[config.mk]
export PLATFORM = sky130hd
export DESIGN_NAME = rmq_sqrt
export DESIGN_NICKNAME = d
export VERILOG_FILES = /design/src/design/rmq_sqrt.sv
export SDC_FILE = /design/constraint.sdc
export NUM_CORES = 2
export LEC_CHECK = 0
export ABC_AREA = 1
export BUFFER_PORTS_ARGS = -buffer_cell sky130_fd_sc_hd__buf_2
export CAP_MARGIN = 20
export CORE_ASPECT_RATIO = 0.9
export CORE_MARGIN = 4
export CORE_UTILIZATION = 45
export CTS_CLUSTER_SIZE = 16
export DETAILED_ROUTE_END_ITERATION = 7
export PLACE_DENSITY = 0.67
export REMOVE_ABC_BUFFERS = 1
export SETUP_SLACK_MARGIN = 0.15
export SLEW_MARGIN = 20
export SYNTH_ARGS = -nofsm -noshare
export SYNTH_HDL_FRONTEND = slang
export SYNTH_SLANG_ARGS = --single-unit
[constraint.sdc]
create_clock -name clk -period 13.65 [get_ports clk]
set_clock_uncertainty 0.1 [all_clocks]
set_input_delay 2.73 -clock clk [delete_from_list [all_inputs] [get_ports clk]]
set_output_delay 2.73 -clock clk [all_outputs]
set_load 0.005 [all_outputs]
[src/design/rmq_sqrt.sv]
module rmq_sqrt #(
  parameter int RW = 48,
  parameter int PW = 8
) (
  input  logic                clk,
  input  logic                rst_n,
  input  logic                in_valid,
  output logic                in_ready,
  input  logic [RW-1:0]       in_rad,
  input  logic [PW-1:0]       in_pay,
  output logic                out_valid,
  input  logic                out_ready,
  output logic [RW/2-1:0]     out_root,
  output logic [PW-1:0]       out_pay
);

  localparam int N     = RW / 2;
  localparam int ROOTW = RW / 2;
  localparam int REMW  = ROOTW + 1;

  logic             v_r    [N];
  logic [RW-1:0]    rad_r  [N];
  logic [REMW-1:0]  rem_r  [N];
  logic [ROOTW-1:0] root_r [N];
  logic [PW-1:0]    pay_r  [N];
  logic             rdy    [N+1];

  assign rdy[N]    = out_ready;
  assign in_ready  = rdy[0];
  assign out_valid = v_r[N-1];
  assign out_root  = root_r[N-1];
  assign out_pay   = pay_r[N-1];

  // one result bit per stage, two radicand bits consumed per stage
  for (genvar k = 0; k < N; k++) begin : g_stage
    logic             v_i;
    logic [RW-1:0]    rad_i;
    logic [REMW-1:0]  rem_i;
    logic [ROOTW-1:0] root_i;
    logic [PW-1:0]    pay_i;
    logic [ROOTW+2:0] cur;
    logic [ROOTW+2:0] trial;
    logic             ge;

    if (k == 0) begin : g_first
      assign v_i    = in_valid;
      assign rad_i  = in_rad;
      assign rem_i  = '0;
      assign root_i = '0;
      assign pay_i  = in_pay;
    end else begin : g_next
      assign v_i    = v_r[k-1];
      assign rad_i  = rad_r[k-1];
      assign rem_i  = rem_r[k-1];
      assign root_i = root_r[k-1];
      assign pay_i  = pay_r[k-1];
    end

    assign cur    = {rem_i, rad_i[RW-1 -: 2]};
    assign trial  = {1'b0, root_i, 2'b01};
    assign ge     = (cur >= trial);
    assign rdy[k] = !v_r[k] || rdy[k+1];

    always_ff @(posedge clk) begin
      if (!rst_n) begin
        v_r[k] <= 1'b0;
      end else if (rdy[k]) begin
        v_r[k] <= v_i;
      end
    end

    always_ff @(posedge clk) begin
      if (rdy[k] && v_i) begin
        rad_r[k]  <= rad_i << 2;
        rem_r[k]  <= ge ? REMW'(cur - trial) : REMW'(cur);
        root_r[k] <= {root_i[ROOTW-2:0], ge};
        pay_r[k]  <= pay_i;
      end
    end
  end

endmodule

==> metrics.md <==
| Metric | Value |
|---|---|
| Hold Path Depth | 0 |
| Tot Pwr | 9.98 mW |
| # hold bufs at CTS | 0 |
| Utilization after layout | 50.7% |
| Placed instance count | 8,134 |
| Drt first-iter violations | 3,000 |
| Syn_area_per_cell | 12.1 sq um |
| DRT Pass-1 Iters | 7 |
| Req. time, crit path | 10.82 ns |
| Sequential cell area fraction in the yosys report | 67.0% |
| Worst-case reg-to-reg path depth | 14 |
| Setup TNS | 0 ns |
| RSZ-0062 raised after global routing | no |
| # clock sinks | 1,611 |
| Share of cells above drive strength 1 | 6.89% |
| Crit-path max FO | 7 |
| Startpoint Class | input port |
| Port bufs | 93 |
| CTS tree | done |
| Data arrival time of the worst path | 5.19 ns |
| DR vias | 42,100 |
| Slew @ Worst Pin | 0.979 ns |
| Non-filler cells, final | 8,428 |
| Uppermost routed layer | met4 |
| Finish-stage setup viols | 0 |
| Worst IR drop on VDD | 0.127 mV |
| Die H | 388 um |
| GP Congestion | 0.875 |
| Post-CTS Setup Repair Bufs | 0 |
| FF-to-FF setup slack | 9.60 ns |
| Most frequent cell after synthesis | edfxtp_1 |
| DR DRC count | 0 |
| P_leak | 30.3 nW |
| Initial antenna violation count | 3 |
| Hold path startpoint | pay_r[2][52] |
| Chip width | 430 um |
| F_max | 125 MHz |
| Hold path endpoint | pay_r[2][60] |
| Pins Over Slew Limit | 0 |
| CP Launch Point | out_ready |
| Post_cts resized | 0 |
| Max incr delay on CP | 0.36 ns |
| Vias/cell | 5.00 |
| Area of the mapped netlist | 72,200 sq um |
| Core Area | 159,000 sq um |
| Cell mode on critical path | nand4_4 |
| Top post-synthesis cells by count | 1,610 x edfxtp_1, 830 x inv_1, 786 x nand2_1, 562 x nor2_1, 371 x a21oi_1 |
| CTS Buf Count | 164 |
| Ports | 94 |
| Hpwl dp | 98,700 um |
| Fill cells | 13,500 |
| Initial Utilization | 45.3% |
| Post-Synthesis Cells | 5,953 |
| Max Buffers Root-to-Sink | 3 |
| Fin crit period | 8.02 ns |
| Setup crit end kind | primary output |
| Asr flop ratio synth | 0% |
| Primary FF master, synth | edfxtp_1 |
| RR Startpoint | rem_r[1][175] |
| Cell variety after synth | 67 |
| Share of the synthesized area in the top cell type | 66.9% |
| Number of synthesized flops with an enable pin | 1,610 |
| Vias in the first global route | 41,400 |
| Cell Chain, Critical Path | buf_2 -> inv_1 -> nand4_2 -> nor3_4 -> nand4_4 -> nor2_4 -> nand4_4 -> nor2_4 -> nand4_4 -> nor2_4 -> nand4_4 -> nor2_4 -> nand4_4 -> buf_2 |
| Outcome | finished, final reports clean |
| Worst-path clk slew | 0.06 ns |
| # diodes | 0 |
| Synth warnings | 0 |
| Area delta synth->final | 11.9% |
| Class of the worst hold path | flop to flop |
| PwrDens | 123 nW/um^2 |
| Max-Cap Viols | 0 |
| M1 wire length | 59,600 um |
| Total Wirelength | 131,000 um |
| Routed wire length per instance | 15.6 um |
| Synth Register Bits | 1,611 |
| Final hold slack | 0.305 ns |
| Setup CP Type | input port to primary output |
| Grt total ovfl | 0 |
| First-pass GRT wire length | 214,000 um |
| Met2 WL | 62,900 um |
| Final hold vios | 0 |
| Largest cells by area after synthesis | edfxtp_1 67%, ha_1 5.6%, inv_1 4.3% |
| Final period utilization | 58.7% |
| Worst-Skew Late Latency | 0.76 ns |
| Fin nets | 6,570 |
| Reg2reg end | rem_r[2][21] |
| GRT Total Usage | 15.7% |
| Number of routed nets with antenna violations | 0 |
| Slew headroom | 34.6% |
| Largest net degree at the start of global routing | 78 |
| Die area | 167,000 sq um |
| Synth area leader | edfxtp_1 |
| Wire length on met3 | 5720 um |
| Crit path max-delay cell type | nor3_4 |
| Row cnt | 139 |
| CTS Root Cell | clkbuf_16 |
| H-Tree Depth | 4 |
layout make-up:
class | instances | area [sq um] | share of cell area, %
inverter | 835 | 3130 | 3.88
sequential | 1611 | 48400 | 59.8
timing repair buffer | 126 | 713 | 0.882
multi-input combinational | 3447 | 20500 | 25.4
clock buffer | 190 | 4270 | 5.28
clock inverter | 104 | 1190 | 1.47
tap | 2115 | 2650 | 3.27
where the power goes:
part	leakage, nW	internal (mW)	switching, mW	total [mW]
registers	14.7	5.42	0.0148	5.43
clock network	2.64	2.63	1.85	4.48
logic	13.0	0.0241	0.0478	0.0720
layout by cell type, fill, tap and decap left out, drive strengths merged, types with 3 or more instances in the layout:
cell type     n
clkbuf      190
a21oi       372
or2           5
a21o         14
a21boi       14
clkinvlp      9
a31oi        31
nor3b         4
clkinv       67
nor4         43
nand4        76
xor2        236
a22oi         3
nor2        569
nor4b         4
or4           3
inv         843
o21a         16
edfxtp     1610
xnor2       200
o311ai        4
and2          3
nand3b        6
ha          325
a211oi       17
o2111ai       5
o21bai       14
o21ai       364
buf         126
nand2       788
nand3       187
nor3        110
o211ai        9
bufinv       20
o221ai        9
cells by family (layout without fill, tap and decap cells):
group                    count (synthesis)  in the layout  share of synthesized area [%]
buffers and inverters                  895           1255                           4.75
flip-flops                            1611           1611                           67.0
XOR/XNOR                               436            436                           5.29
adder cells (fa/ha/maj)                325            325                           5.63
AO/OA/AOI/OAI                          885            885                           6.68
other                                    1              1                        0.00519
AND/OR/NAND/NOR                       1800           1800                           10.7
critical path: cells and delay by family:
family | cells | cell delay [ns]
buffers and inverters | 3 | 0.34
AND/OR/NAND/NOR | 11 | 2.10
worst max path at each step:
| stage | endpoint | slack, ns |
|---|---|---|
| 3_5_place_dp | in_ready | 5.56 |
| 4_1_cts | in_ready | 5.56 |
| 3_3_place_gp | in_ready | 5.61 |
| 5_1_grt | in_ready | 5.38 |
| 2_1_floorplan | pay_r[0][24] | 6.34 |
| 6_report | in_ready | 5.63 |
stage by stage:
| stage | area (sq um) | worst slack [ns] |
|---|---|---|
| floorplan | 71900 | 6.34 |
| global placement | 75400 | 5.61 |
| detailed placement | 75400 | 5.56 |
| CTS | 80800 | 5.56 |
| global route | 80800 | 5.38 |
| finish | 80800 | 5.63 |
sequential cells by signal (all words and copies together) (netlist names):
signal  count
rad_r     552
rem_r     543
v_r        24
root_r    300
pay_r     192
metal layers:
metal	GRT usage, %	vias up
li1	-	21200
met1	21.1	19800
met2	26.5	823
met3	2.30	223
met4	4.91	0
met5	0	-
(Power assumes the default switching activity.)
